[config.mk]
export PLATFORM = sky130hd
export DESIGN_NAME = crc_checked_command_frame_responder
export DESIGN_NICKNAME = d
export VERILOG_FILES = /design/src/sv/ccfr_pkg.sv /design/src/sv/ccfr_front.sv /design/src/sv/ccfr_queue.sv /design/src/sv/ccfr_back.sv /design/src/sv/crc_checked_command_frame_responder.sv
export VERILOG_INCLUDE_DIRS = /design/src /design/src/sv
export SDC_FILE = /design/constraint.sdc
export NUM_CORES = 1
export LEC_CHECK = 0
export ABC_AREA = 1
export ABC_CLOCK_PERIOD_IN_PS = 2210
export BUFFER_PORTS_ARGS = -buffer_cell sky130_fd_sc_hd__buf_4
export CORE_ASPECT_RATIO = 1.2
export CORE_MARGIN = 2
export CORE_UTILIZATION = 59
export DETAILED_ROUTE_END_ITERATION = 7
export GPL_TIMING_DRIVEN = 0
export PLACE_DENSITY = 0.87
export SYNTH_ARGS = -nofsm -noshare
export SYNTH_HDL_FRONTEND = slang
export SYNTH_SLANG_ARGS = --single-unit
export TNS_END_PERCENT = 5
[constraint.sdc]
create_clock -name i_clk -period 2.21 [get_ports i_clk]
set_clock_uncertainty 0.2 [all_clocks]
set_input_delay 0.221 -clock i_clk [delete_from_list [all_inputs] [get_ports i_clk]]
set_output_delay 0.221 -clock i_clk [all_outputs]
set_load 0.02 [all_outputs]
[src/sv/crc_checked_command_frame_responder_assert.svh]
// Assertion macros shared by the frame responder modules.
`ifndef CRC_CHECKED_COMMAND_FRAME_RESPONDER_ASSERT_SVH
`define CRC_CHECKED_COMMAND_FRAME_RESPONDER_ASSERT_SVH

// Whenever the antecedent holds, the consequent must hold in the same cycle.
`define CCFR_ASSERT_SAME(label, clk, rst_n, ante, cons) \
    label: assert property (@(posedge clk) disable iff (!(rst_n)) (ante) |-> (cons)) \
        else $error("%m: same-cycle check failed");

// Whenever the antecedent holds, the consequent must hold in the next cycle.
`define CCFR_ASSERT_NEXT(label, clk, rst_n, ante, cons) \
    label: assert property (@(posedge clk) disable iff (!(rst_n)) (ante) |=> (cons)) \
        else $error("%m: next-cycle check failed");

`endif

[src/sv/ccfr_pkg.sv]
// Types, constants and CRC functions shared by the frame responder modules.
package ccfr_pkg;

    localparam int FRAME_BYTES_DEF = 12;
    localparam int QUEUE_DEPTH     = 2;
    localparam int REPLY_BYTES     = 12;
    localparam int REPLY_IDX_W     = $clog2(REPLY_BYTES);

    localparam logic [7:0]  START_MARK = 8'hDD;
    localparam logic [7:0]  CMD_REPLY  = 8'h31;
    localparam logic [7:0]  DIGIT_BASE = 8'h30;
    localparam logic [15:0] CRC_POLY   = 16'h1021;
    localparam logic [15:0] CRC_INIT   = 16'hFFFF;

    // Outcome of the three checks made on one completed frame.
    typedef struct packed {
        logic addr_ok;
        logic crc_ok;
        logic cmd_ok;
    } t_verdict;

    // One queue slot as it moves between modules.
    typedef struct packed {
        logic     valid;
        t_verdict verdict;
    } t_verdict_req;

    // One byte of CRC-16 CCITT, MSB first, no reflection.
    function automatic logic [15:0] crc_byte(input logic [15:0] crc, input logic [7:0] b);
        logic [15:0] c;
        c = crc ^ {b, 8'h00};
        for (int k = 0; k < 8; k++) begin
            c = c[15] ? ((c << 1) ^ CRC_POLY) : (c << 1);
        end
        return c;
    endfunction

    // CRC over the nine fixed reply digits; evaluated at elaboration only.
    function automatic logic [15:0] reply_crc_calc();
        logic [15:0] c;
        c = CRC_INIT;
        for (int k = 1; k <= 9; k++) begin
            c = crc_byte(c, DIGIT_BASE + 8'(k));
        end
        return c;
    endfunction

    localparam logic [15:0] REPLY_CRC = reply_crc_calc();

    // Byte at a given position of the fixed reply frame.
    function automatic logic [7:0] reply_byte(input logic [REPLY_IDX_W-1:0] idx);
        logic [7:0] b;
        priority if (idx == REPLY_IDX_W'(0)) begin
            b = START_MARK;
        end else if (idx <= REPLY_IDX_W'(9)) begin
            b = DIGIT_BASE + 8'(idx);
        end else if (idx == REPLY_IDX_W'(10)) begin
            b = REPLY_CRC[7:0];
        end else if (idx == REPLY_IDX_W'(11)) begin
            b = REPLY_CRC[15:8];
        end else begin
            b = 8'h00;
        end
        return b;
    endfunction

endpackage

[src/sv/ccfr_front.sv]
// Receive side: collects good bytes, runs the CRC and judges each completed frame.
`include "crc_checked_command_frame_responder_assert.svh"

module ccfr_front #(
    parameter int FRAME_BYTES = ccfr_pkg::FRAME_BYTES_DEF
) (
    input  logic                   i_clk,
    input  logic                   i_rst_n,
    input  logic                   i_cfg_we,
    input  logic [7:0]             i_cfg_wdata,
    input  logic                   i_rx_valid,
    output logic                   o_rx_ready,
    input  logic [7:0]             i_rx_byte,
    input  logic                   i_rx_error,
    input  logic                   i_queue_full,
    output ccfr_pkg::t_verdict_req o_push
);

    localparam int CNT_W = $clog2(FRAME_BYTES);
    localparam logic [CNT_W-1:0] LAST_IDX     = CNT_W'(FRAME_BYTES - 1);
    localparam logic [CNT_W-1:0] CRC_LO_IDX   = CNT_W'(FRAME_BYTES - 2);
    localparam logic [CNT_W-1:0] CRC_LAST_IDX = CNT_W'(FRAME_BYTES - 3);
    localparam logic [CNT_W-1:0] CMD_IDX      = CNT_W'(1);

    logic [7:0]       r_station;
    logic [CNT_W-1:0] r_count, n_count;
    logic [15:0]      r_crc, n_crc;
    logic [7:0]       r_first_byte;
    logic             r_cmd_ok;
    logic [7:0]       r_crc_lo;
    logic             take;
    logic             frame_done;

    assign o_rx_ready = !i_queue_full;
    assign take       = i_rx_valid && o_rx_ready && !i_rx_error;
    assign frame_done = take && (r_count == LAST_IDX);

    always_comb begin
        n_count = r_count;
        n_crc   = r_crc;
        if (take) begin
            if (frame_done) begin
                n_count = '0;
                n_crc   = ccfr_pkg::CRC_INIT;
            end else begin
                n_count = r_count + CNT_W'(1);
                if (r_count >= CMD_IDX && r_count <= CRC_LAST_IDX) begin
                    n_crc = ccfr_pkg::crc_byte(r_crc, i_rx_byte);
                end
            end
        end
    end

    always_comb begin
        o_push.valid           = frame_done;
        o_push.verdict.addr_ok = (r_first_byte == r_station) ||
                                 (r_first_byte == ccfr_pkg::START_MARK);
        o_push.verdict.crc_ok  = ({i_rx_byte, r_crc_lo} == r_crc);
        o_push.verdict.cmd_ok  = r_cmd_ok;
    end

    always_ff @(posedge i_clk) begin
        if (!i_rst_n) begin
            r_station <= '0;
            r_count   <= '0;
            r_crc     <= ccfr_pkg::CRC_INIT;
        end else begin
            if (i_cfg_we) begin
                r_station <= i_cfg_wdata;
            end
            r_count <= n_count;
            r_crc   <= n_crc;
        end
    end

    // Only the frame bytes that the checks look at are kept.
    always_ff @(posedge i_clk) begin
        if (take) begin
            if (r_count == '0) begin
                r_first_byte <= i_rx_byte;
            end
            if (r_count == CMD_IDX) begin
                r_cmd_ok <= (i_rx_byte == ccfr_pkg::CMD_REPLY);
            end
            if (r_count == CRC_LO_IDX) begin
                r_crc_lo <= i_rx_byte;
            end
        end
    end

    `CCFR_ASSERT_SAME(a_count_in_frame, i_clk, i_rst_n, 1'b1, r_count <= LAST_IDX)
    `CCFR_ASSERT_NEXT(a_crc_reloaded, i_clk, i_rst_n, frame_done, r_crc == ccfr_pkg::CRC_INIT)

endmodule

[src/sv/ccfr_queue.sv]
// Short verdict queue that decouples the receive side from the reply side.
`include "crc_checked_command_frame_responder_assert.svh"

module ccfr_queue (
    input  logic                   i_clk,
    input  logic                   i_rst_n,
    input  ccfr_pkg::t_verdict_req i_push,
    output logic                   o_full,
    input  logic                   i_pop,
    output ccfr_pkg::t_verdict_req o_head
);

    localparam int DEPTH = ccfr_pkg::QUEUE_DEPTH;
    localparam int PTR_W = (DEPTH > 1) ? $clog2(DEPTH) : 1;
    localparam int CNT_W = $clog2(DEPTH + 1);
    localparam logic [PTR_W-1:0] PTR_LAST = PTR_W'(DEPTH - 1);

    ccfr_pkg::t_verdict r_slot [DEPTH];
    logic [PTR_W-1:0]   r_wr_ptr, r_rd_ptr;
    logic [CNT_W-1:0]   r_count;
    logic               do_push;
    logic               do_pop;

    assign o_full  = (r_count == CNT_W'(DEPTH));
    assign do_push = i_push.valid && !o_full;
    assign do_pop  = i_pop && (r_count != '0);

    assign o_head.valid   = (r_count != '0);
    assign o_head.verdict = r_slot[r_rd_ptr];

    always_ff @(posedge i_clk) begin
        if (!i_rst_n) begin
            r_wr_ptr <= '0;
            r_rd_ptr <= '0;
            r_count  <= '0;
        end else begin
            if (do_push) begin
                r_wr_ptr <= (r_wr_ptr == PTR_LAST) ? '0 : r_wr_ptr + PTR_W'(1);
            end
            if (do_pop) begin
                r_rd_ptr <= (r_rd_ptr == PTR_LAST) ? '0 : r_rd_ptr + PTR_W'(1);
            end
            unique case ({do_push, do_pop})
                2'b10:   r_count <= r_count + CNT_W'(1);
                2'b01:   r_count <= r_count - CNT_W'(1);
                default: r_count <= r_count;
            endcase
        end
    end

    always_ff @(posedge i_clk) begin
        if (do_push) begin
            r_slot[r_wr_ptr] <= i_push.verdict;
        end
    end

    `CCFR_ASSERT_SAME(a_no_overflow, i_clk, i_rst_n, i_push.valid, !o_full)
    `CCFR_ASSERT_SAME(a_no_underflow, i_clk, i_rst_n, i_pop, o_head.valid)

endmodule

[src/sv/ccfr_back.sv]
// Reply side: plays out the fixed reply frame for each accepted verdict.
`include "crc_checked_command_frame_responder_assert.svh"

module ccfr_back (
    input  logic                   i_clk,
    input  logic                   i_rst_n,
    input  ccfr_pkg::t_verdict_req i_head,
    output logic                   o_pop,
    output logic                   o_tx_valid,
    input  logic                   i_tx_ready,
    output logic [7:0]             o_tx_byte,
    output logic                   o_tx_last
);

    localparam int IDX_W = ccfr_pkg::REPLY_IDX_W;
    localparam logic [IDX_W-1:0] LAST_IDX = IDX_W'(ccfr_pkg::REPLY_BYTES - 1);

    logic [IDX_W-1:0] r_idx, n_idx;
    logic             r_valid, n_valid;
    logic [7:0]       r_data;
    logic             r_last;
    logic             out_free;
    logic             reply_ok;
    logic             load;

    assign out_free = !r_valid || i_tx_ready;
    assign reply_ok = i_head.verdict.addr_ok && i_head.verdict.crc_ok &&
                      i_head.verdict.cmd_ok;
    assign load     = i_head.valid && reply_ok && out_free;

    // A rejected verdict is dropped at once; an accepted one leaves the queue
    // with the last reply byte.
    assign o_pop = i_head.valid && (reply_ok ? (out_free && r_idx == LAST_IDX) : 1'b1);

    always_comb begin
        n_idx   = r_idx;
        n_valid = r_valid;
        if (load) begin
            n_idx   = (r_idx == LAST_IDX) ? '0 : r_idx + IDX_W'(1);
            n_valid = 1'b1;
        end else if (out_free) begin
            n_valid = 1'b0;
        end
    end

    always_ff @(posedge i_clk) begin
        if (!i_rst_n) begin
            r_idx   <= '0;
            r_valid <= 1'b0;
        end else begin
            r_idx   <= n_idx;
            r_valid <= n_valid;
        end
    end

    always_ff @(posedge i_clk) begin
        if (load) begin
            r_data <= ccfr_pkg::reply_byte(r_idx);
            r_last <= (r_idx == LAST_IDX);
        end
    end

    assign o_tx_valid = r_valid;
    assign o_tx_byte  = r_data;
    assign o_tx_last  = r_last;

    `CCFR_ASSERT_SAME(a_last_wraps_index, i_clk, i_rst_n, r_valid && r_last, r_idx == '0)

endmodule

[src/sv/crc_checked_command_frame_responder.sv]
// Top level of the CRC-checked command frame responder.
// Throughput: one request byte and one reply byte per cycle, both sides at once, while
// the queue has room and the sink keeps tready high. A verdict is registered in the queue, then
// the first reply byte goes into the output register; the next eleven follow one per cycle.
// A two-entry verdict queue holds judged frames behind a reply; tready drops when it is full.
// Reset (i_rst_n low, synchronous) empties the frame, the queue and the output register.
module crc_checked_command_frame_responder #(
    parameter int FRAME_BYTES = ccfr_pkg::FRAME_BYTES_DEF
) (
    input  logic       i_clk,
    input  logic       i_rst_n,
    // Station address register.
    input  logic       i_cfg_we,
    input  logic [7:0] i_cfg_wdata,
    // Received byte requests.
    input  logic       i_s_axis_tvalid,
    output logic       o_s_axis_tready,
    input  logic [7:0] i_s_axis_tdata,   // [7:0] rx_byte
    input  logic       i_s_axis_tuser,   // [0] rx_error
    // Reply byte requests.
    output logic       o_m_axis_tvalid,
    input  logic       i_m_axis_tready,
    output logic [7:0] o_m_axis_tdata,   // [7:0] tx_byte
    output logic       o_m_axis_tlast    // tx_last
);

    ccfr_pkg::t_verdict_req push;
    ccfr_pkg::t_verdict_req head;
    logic                   queue_full;
    logic                   pop;

    // The receive side stores only the start byte, the command check and the
    // low CRC byte; the frame is judged on the cycle its last byte arrives and
    // the verdict of every completed frame goes into the queue.
    ccfr_front #(
        .FRAME_BYTES(FRAME_BYTES)
    ) u_front (
        .i_clk       (i_clk),
        .i_rst_n     (i_rst_n),
        .i_cfg_we    (i_cfg_we),
        .i_cfg_wdata (i_cfg_wdata),
        .i_rx_valid  (i_s_axis_tvalid),
        .o_rx_ready  (o_s_axis_tready),
        .i_rx_byte   (i_s_axis_tdata),
        .i_rx_error  (i_s_axis_tuser),
        .i_queue_full(queue_full),
        .o_push      (push)
    );

    ccfr_queue u_queue (
        .i_clk  (i_clk),
        .i_rst_n(i_rst_n),
        .i_push (push),
        .o_full (queue_full),
        .i_pop  (pop),
        .o_head (head)
    );

    // The reply side drops rejected verdicts at once and turns each
    // accepted one into the twelve-byte fixed reply.
    ccfr_back u_back (
        .i_clk     (i_clk),
        .i_rst_n   (i_rst_n),
        .i_head    (head),
        .o_pop     (pop),
        .o_tx_valid(o_m_axis_tvalid),
        .i_tx_ready(i_m_axis_tready),
        .o_tx_byte (o_m_axis_tdata),
        .o_tx_last (o_m_axis_tlast)
    );

endmodule

Yosys cells after proc, flatten, opt, wreduce, memory -nomap -nowiden
Memory sizes are Yosys's and may differ from the RTL's. A register that Yosys moved wholly into a read port is not among the register bits.
Index checks and enable logic that the tools add are counted.

storage, ports and cells
  ROM bits = 0
  memories kept = 1
  bits of input ports = 22
  latch bits = 0
  register bits = 63
  memory bits (writable) = 6

memories
  name            words  width  rd ports  clocked after Yosys merged registers in  write ports  RTL line          RTL
  u_queue.r_slot  2      3      1         1                                        1            ccfr_queue.sv:18  ccfr_pkg::t_verdict r_slot [DEPTH];

cells by class
  equal/unequal tests = 12
  divide/modulo/power cells = 0
  $add $sub $neg = 7
  shift operators = 0
  order comparisons = 3
  reduce and logical (&&, ||, !) cells = 27
  bitwise operators = 9
  muxes and demuxes = 25
  multiply operators = 0

operators by type and width
  operator                                              count
  two-way mux 13 bit                                    8
  two-way mux 16 bit                                    2
  inverter 3 bit                                        8
  equality test 16 bit                                  1
  equality test 4 bit (second input constant)           4
  two-way mux 8 bit                                     2
  XOR 16 bit                                            1
  logical AND 1 bit                                     12
  two-way mux 1 bit                                     9
  adder 4 x 1 -> 4 bit (second input constant)          2
  equality test 8 x 6 -> 1 bit (second input constant)  1
  equality test 8 bit                                   1
  equality test 8 bit (second input constant)           1
  <= comparator 4 bit (second input constant)           2
  zero test 4 bit                                       2
  two-way mux 4 bit                                     2
  AND reduction 2 bit                                   4
  nonzero test 2 bit                                    4
  adder 6 x 4 -> 7 bit (first input constant)           1
  two-way mux 6 bit                                     1
  equality test 2 bit (second input constant)           2
  equality test 4 x 1 -> 1 bit (second input constant)  1
  >= comparator 4 x 1 -> 1 bit (second input constant)  1
  case mux 2 bit (2 select lines)                       1
  other kinds (6)                                       10

Longest topological paths before layout
  depth after elaboration = 19
  depth in mapped cells = 10
  mapped depth without buffers = 10

Modules after synthesis
From an unflattened synthesis, not the netlist that was laid out.

second synthesis, totals
  cell total of the unflattened synthesis = 436
  area total of the unflattened synthesis = 3589.7 µm²

by module, submodules not included
  module      instances  cells an instance  area an instance (µm²)
  ccfr_front  1          314                2427.3
  ccfr_back   1          75                 700.7
  ccfr_queue  1          47                 461.7

Least setup slack after synthesis
No wires, ideal clock.

  path kind = reg2reg
  start = register u_back.r_idx[0]
  end = register u_queue.r_count[1]
  arrival time = 1.583 ns
  setup slack = 0.306 ns
  cell stages (with the launch flop) = 10
  period minus slack after synthesis = 1.904 ns
  path buffers = 0
  setup time = 0.121 ns
  path through = dfxtp_1 -> ha_1 -> inv_1 -> nor2_4 -> nand2_1 -> a21oi_2 -> ha_1 -> nor2_1 -> and3_1 -> nor3_1

between the ends
  longest elaborated chain between the ends = 7

ends and longest elaborated chain
  element                                                                RTL line          RTL
  from (decl)                                                            ccfr_back.sv:18   logic [IDX_W-1:0] r_idx, n_idx;
  from (signal assigned)                                                 ccfr_back.sv:51   r_idx <= n_idx;
  equality test 4 bit (*)                                                ccfr_back.sv:33   assign o_pop = i_head.valid && (reply_ok ? (out_free && r_idx == LAST_IDX) : 1'b1);
  logical AND 1 bit (*)                                                  ccfr_back.sv:33
  two-way mux 1 bit (*)                                                  ccfr_back.sv:33
  logical AND 1 bit (*)                                                  ccfr_back.sv:33
  logical AND 1 bit (*)                                                  ccfr_queue.sv:26  assign do_pop = i_pop && (r_count != '0);
  net u_queue.do_pop                                                     ccfr_queue.sv:22  logic do_pop;
  equality test 2 x 1 -> 1 bit or equality test 2 bit (tied branches)    ccfr_queue.sv:43  unique case ({do_push, do_pop})
  case mux 2 bit (2 select lines) or nonzero test 2 bit (tied branches)  n/a
  to (signal assigned)                                                   ccfr_queue.sv:44  2'b10: r_count <= r_count + CNT_W'(1);
  to (signal assigned)                                                   ccfr_queue.sv:45  2'b01: r_count <= r_count - CNT_W'(1);
  to (signal assigned)                                                   ccfr_queue.sv:46  default: r_count <= r_count;
  to (decl)                                                              ccfr_queue.sv:20  logic [CNT_W-1:0] r_count;

Mark *: on every way through the listed nets, which the timed path passes. The rest lies on a longest branch.
A chain may end at the register's enable or synchronous reset.

Worst setup path after layout
  start = register u_queue.r_count[0]
  end = register u_queue.r_count[1]

between the ends
  longest elaborated chain between the ends = 8

ends and longest elaborated chain
  element                                                                RTL line                            RTL
  equality test 2 bit                                                    ccfr_queue.sv:24                    assign o_full = (r_count == CNT_W'(DEPTH));
  zero test 1 bit                                                        ccfr_front.sv:34, ccfr_queue.sv:25
  logical AND 1 bit (2 in a row)                                         ccfr_front.sv:35                    assign take = i_rx_valid && o_rx_ready && !i_rx_error;
  logical AND 1 bit                                                      ccfr_front.sv:36                    assign frame_done = take && (r_count == LAST_IDX);
  logical AND 1 bit                                                      ccfr_queue.sv:25                    assign do_push = i_push.valid && !o_full;
  equality test 2 x 1 -> 1 bit or equality test 2 bit (tied branches)    ccfr_queue.sv:43
  case mux 2 bit (2 select lines) or nonzero test 2 bit (tied branches)  n/a

Several ways; a longest one is shown, not always the timed one.

==> qor.log <==
INFO  synth          synth_flop_cell=dfxtp_1
INFO  setup_path     endpoint_kind=flop
INFO  synth          postSynth.asyncResetShare=0%
INFO  grt            grt_max_degree=14
INFO  synth          yosys.cell_types.count=34
INFO  synth          arithmetic_cell_share_of_the_synthesized_area_counting_full_adders_half_adders_and_majority_gates=3.13%
INFO  hold_path      worst_hold_path_type=input port to flop
INFO  setup_path     worst-r2r-setup-slack=0.13ns
INFO  routing        drt-met1-wl=3310um
INFO  die            core_region_area=0.00597mm^2
INFO  sta            timing.final.max_slew_violations=0
INFO  routing        routed-wl-met2=4510um
INFO  cts            numCtsBuffers=9
INFO  routing        highest_layer=met4
INFO  die            start_util=60.2%
INFO  die            rows=31
INFO  synth          yosysWarnings=0
INFO  status         outcome=completed
INFO  sta            tightestPinTransition=0.650ns
INFO  synth          mappedNetlistNets=482
INFO  cts            clk_pin_slew_worst_paths=0.08ns
INFO  routing        drc_errors=0
INFO  routing        dr.pass1.iters=5
INFO  cts            ctsHtreeMaxLevel=3
INFO  die            io_pins=33
INFO  die            floorplan.die_area=0.00674mm^2
INFO  cts            cts_num_sinks=70
INFO  placed_design  port_buffers=32
INFO  grt            grt_pass1_wl=14000um
INFO  setup_path     cp_slowest_cell=dfxtp_1
INFO  sta            rsz0062_at_grt=no
INFO  routing        dr_total_vias=3265
INFO  die            die-height=89.5um
INFO  setup_path     ff_to_ff_path_depth=8
INFO  cells_and_area postLayoutCellArea=0.00437mm^2
INFO  sta            slew_hr=56.5%
INFO  setup_path     worst_ep_arrival_time=2.11ns
INFO  cells_and_area antenna_cells_inserted=0
INFO  grt            antenna_found_initial=0
INFO  routing        route.detailed.vias_per_inst=5.38
INFO  sta            period_needed=2.08ns
INFO  synth          seq_area_frac_synth=47.9%
INFO  cells_and_area fraction_of_layout_cells_with_a_size_suffix_above_1=16.2%
INFO  placed_design  place.gp.congestion=0.890
INFO  power          power_density=624mW/mm^2
INFO  cells_and_area area_delta_synth_final=21.6%
INFO  sta            hold_viol=0
INFO  sta            summed_negative_setup_slack_over_all_endpoints=0ns
INFO  synth          post_synth_instance_area=0.00360mm^2
INFO  placed_design  dp_hpwl=6030um
INFO  cts            clock_latency=0.35ns
INFO  grt            grt_overflow_total=0
INFO  cells_and_area nets=551
INFO  routing        drt_first_iter_violations=239
INFO  sta            post-route-period-util=94.1%
INFO  synth          synth_top_family_by_area=simple AND/OR/NAND/NOR gates
INFO  grt            grt_pass1_vias=3275
INFO  die            die_w=75.3um
INFO  cts            cts_tree=built
INFO  setup_path     worst_flop_to_flop_path_startpoint=u_queue.r_count[0]$_SDFFE_PN0P_
INFO  routing        antenna_nets_post_route=0
INFO  sta            timing.hold.ws=0.0153ns
INFO  setup_path     timing.critical_path.from_type=flop
INFO  synth          synthSimpleGateAreaFrac=29.7%
INFO  job            cap_violations=0
INFO  setup_path     r2r_end=u_queue.r_count[1]$_SDFFE_PN0P_
INFO  power          leakagePower=2.04nW
INFO  sta            max_clock_freq=481MHz
INFO  setup_path     crit_path_cell_trace=inv_2, a21oi_4, nand3_4, clkbuf_8, ha_1, nor2_1, and3_1, nor3_1
INFO  synth          netlist_instances=451
INFO  synth          synth_xor_xnor_area_share=3.65%
INFO  synth          synth_compound_area_share=7.03%
INFO  routing        wl_per_cell=14.3um
INFO  setup_path     critPathKind=flop to flop
INFO  power          vdd.ir_drop.worst=0.000475V
INFO  cts            clk_root_buffer_cell=clkbuf_8
INFO  setup_path     cp.required=2.25ns
INFO  placed_design  post_dp_cell_area=0.00394mm^2
INFO  routing        met3_wire_length=407um
INFO  setup_path     crit_start=u_queue.r_count[0]$_SDFFE_PN0P_
INFO  synth          synth_enable_flop_cells=32
INFO  routing        finalWirelength=8680um
INFO  synth          post_synth.cell_area_avg=7.98um^2
INFO  setup_path     critical-path-max-stage-delay=0.40ns
INFO  synth          synth_mux_area_share=0%
INFO  cells_and_area layout.core_utilization=73.2%
INFO  sta            setup_viol_count_final=0
INFO  synth          ys_ff_latch=70
INFO  setup_path     critical_path.max_fanout=10
INFO  setup_path     critical_path.endpoint=u_queue.r_count[1]$_SDFFE_PN0P_
INFO  grt            gr-usage-all-layers=28.2%
INFO  cts            longest_clk_path_bufs=2
## cells in the mapped netlist (8+ instances only)
cell type / count / area share, %
inv_1: 61 / 6.4
o21ai_0: 17 / 2.4
xnor2_1: 8 / 1.9
nand3_1: 39 / 5.4
edfxtp_1: 32 / 27
or2_2: 8 / 1.4
nor2_1: 49 / 5.1
dfxtp_1: 38 / 21
nand2_1: 124 / 13
ha_1: 9 / 3.1
a21oi_1: 14 / 1.9
## cell usage in the layout, fill, tap and decap left out, drive strengths merged
master / Yosys / routed
nand2: 126 / 126
ha: 9 / 9
nor2: 50 / 50
clkinvlp: 0 / 4
dlygate4sd3: 0 / 22
edfxtp: 32 / 32
xor2: 7 / 7
nand3: 44 / 44
xnor2: 8 / 8
buf: 6 / 42
nor4: 1 / 1
nor3: 6 / 6
nand3b: 1 / 1
clkinv: 1 / 4
inv: 62 / 62
dfxtp: 38 / 38
clkbuf: 2 / 11
or2: 8 / 8
nand4: 7 / 7
a21oi: 16 / 16
o21ai: 20 / 20
and3: 1 / 1
o211ai: 6 / 6
## kinds of logic (layout without fill, tap and decap cells)
logic type / count (synthesis) / in the layout
flip-flops: 70 / 70
adder cells (fa/ha/maj): 9 / 9
AND/OR/NAND/NOR: 244 / 244
AO/OA/AOI/OAI: 42 / 42
buffers and inverters: 71 / 145
XOR/XNOR: 15 / 15
## cell type report
class	count	area [um^2]
sequential	70	1720
fill	467	1600
multi-input combinational	310	1570
timing repair buffer	58	490
inverter	63	236
clock buffer	9	124
tap	82	103
buffer	8	72.6
clock inverter	7	51.3
## registers in the layout, indices dropped and copies added, names as in the netlist, 2 cells and up, named ones only
name and cells:
u_back.o_tx_byte 8, u_back.r_idx 4, u_front.r_count 4, u_front.r_crc 16
u_front.r_crc_lo 8, u_front.r_first_byte 8, u_front.r_station 8, u_queue.r_count 2
u_queue.r_slot 6
## power by group
part	internal [mW]	switching, mW
logic	0.159	0.214
clock network	0.406	0.523
registers	1.39	0.0363
total	1.95	0.774
## worst max-delay path: cells and delay by family (launching register included)
kind                     cells  cell delay [ns]
AND/OR/NAND/NOR              4             0.49
flip-flops                   1             0.40
adder cells (fa/ha/maj)      1             0.31
buffers and inverters        2             0.29
AO/OA/AOI/OAI                1             0.27
## metal layers
metal  global-route usage (%)  vias to the layer above
li1                         -                     1593
met1                     29.7                     1505
met2                     50.8                      125
met3                     4.85                       42
met4                     18.2                        0
met5                        0                        -
## repair_timing
item,4_1_cts,5_1_grt
endpoints found under the hold margin,26,0
endpoints found under the setup margin,0,7
buffers inserted,0,4
resized for setup,0,4
hold buffers,22,0
## worst min path at each step
stage | start | endpoint | cells after the start
after floorplan | i_s_axis_tdata[0] | u_front.r_crc_lo[0]$_DFFE_PP_ | 0
after global placement | i_s_axis_tdata[6] | u_front.r_crc_lo[6]$_DFFE_PP_ | 1
after detailed placement | i_s_axis_tdata[6] | u_front.r_crc_lo[6]$_DFFE_PP_ | 1
after CTS | i_cfg_we | u_front.r_station[5]$_SDFFE_PN0P_ | 3
after global routing | i_cfg_we | u_front.r_station[5]$_SDFFE_PN0P_ | 3
final | i_cfg_we | u_front.r_station[5]$_SDFFE_PN0P_ | 3
## stage by stage
stage	worst slack, ns	total power, mW	cells
3_5_place_dp	0.0354	1.78	565
3_3_place_gp	0.116	1.77	565
4_1_cts	0.00737	2.72	603
5_1_grt	0.0103	2.84	607
6_report	0.131	2.73	607
2_1_floorplan	0.306	1.68	451
No activity file was read; power rests on OpenSTA's default activity.
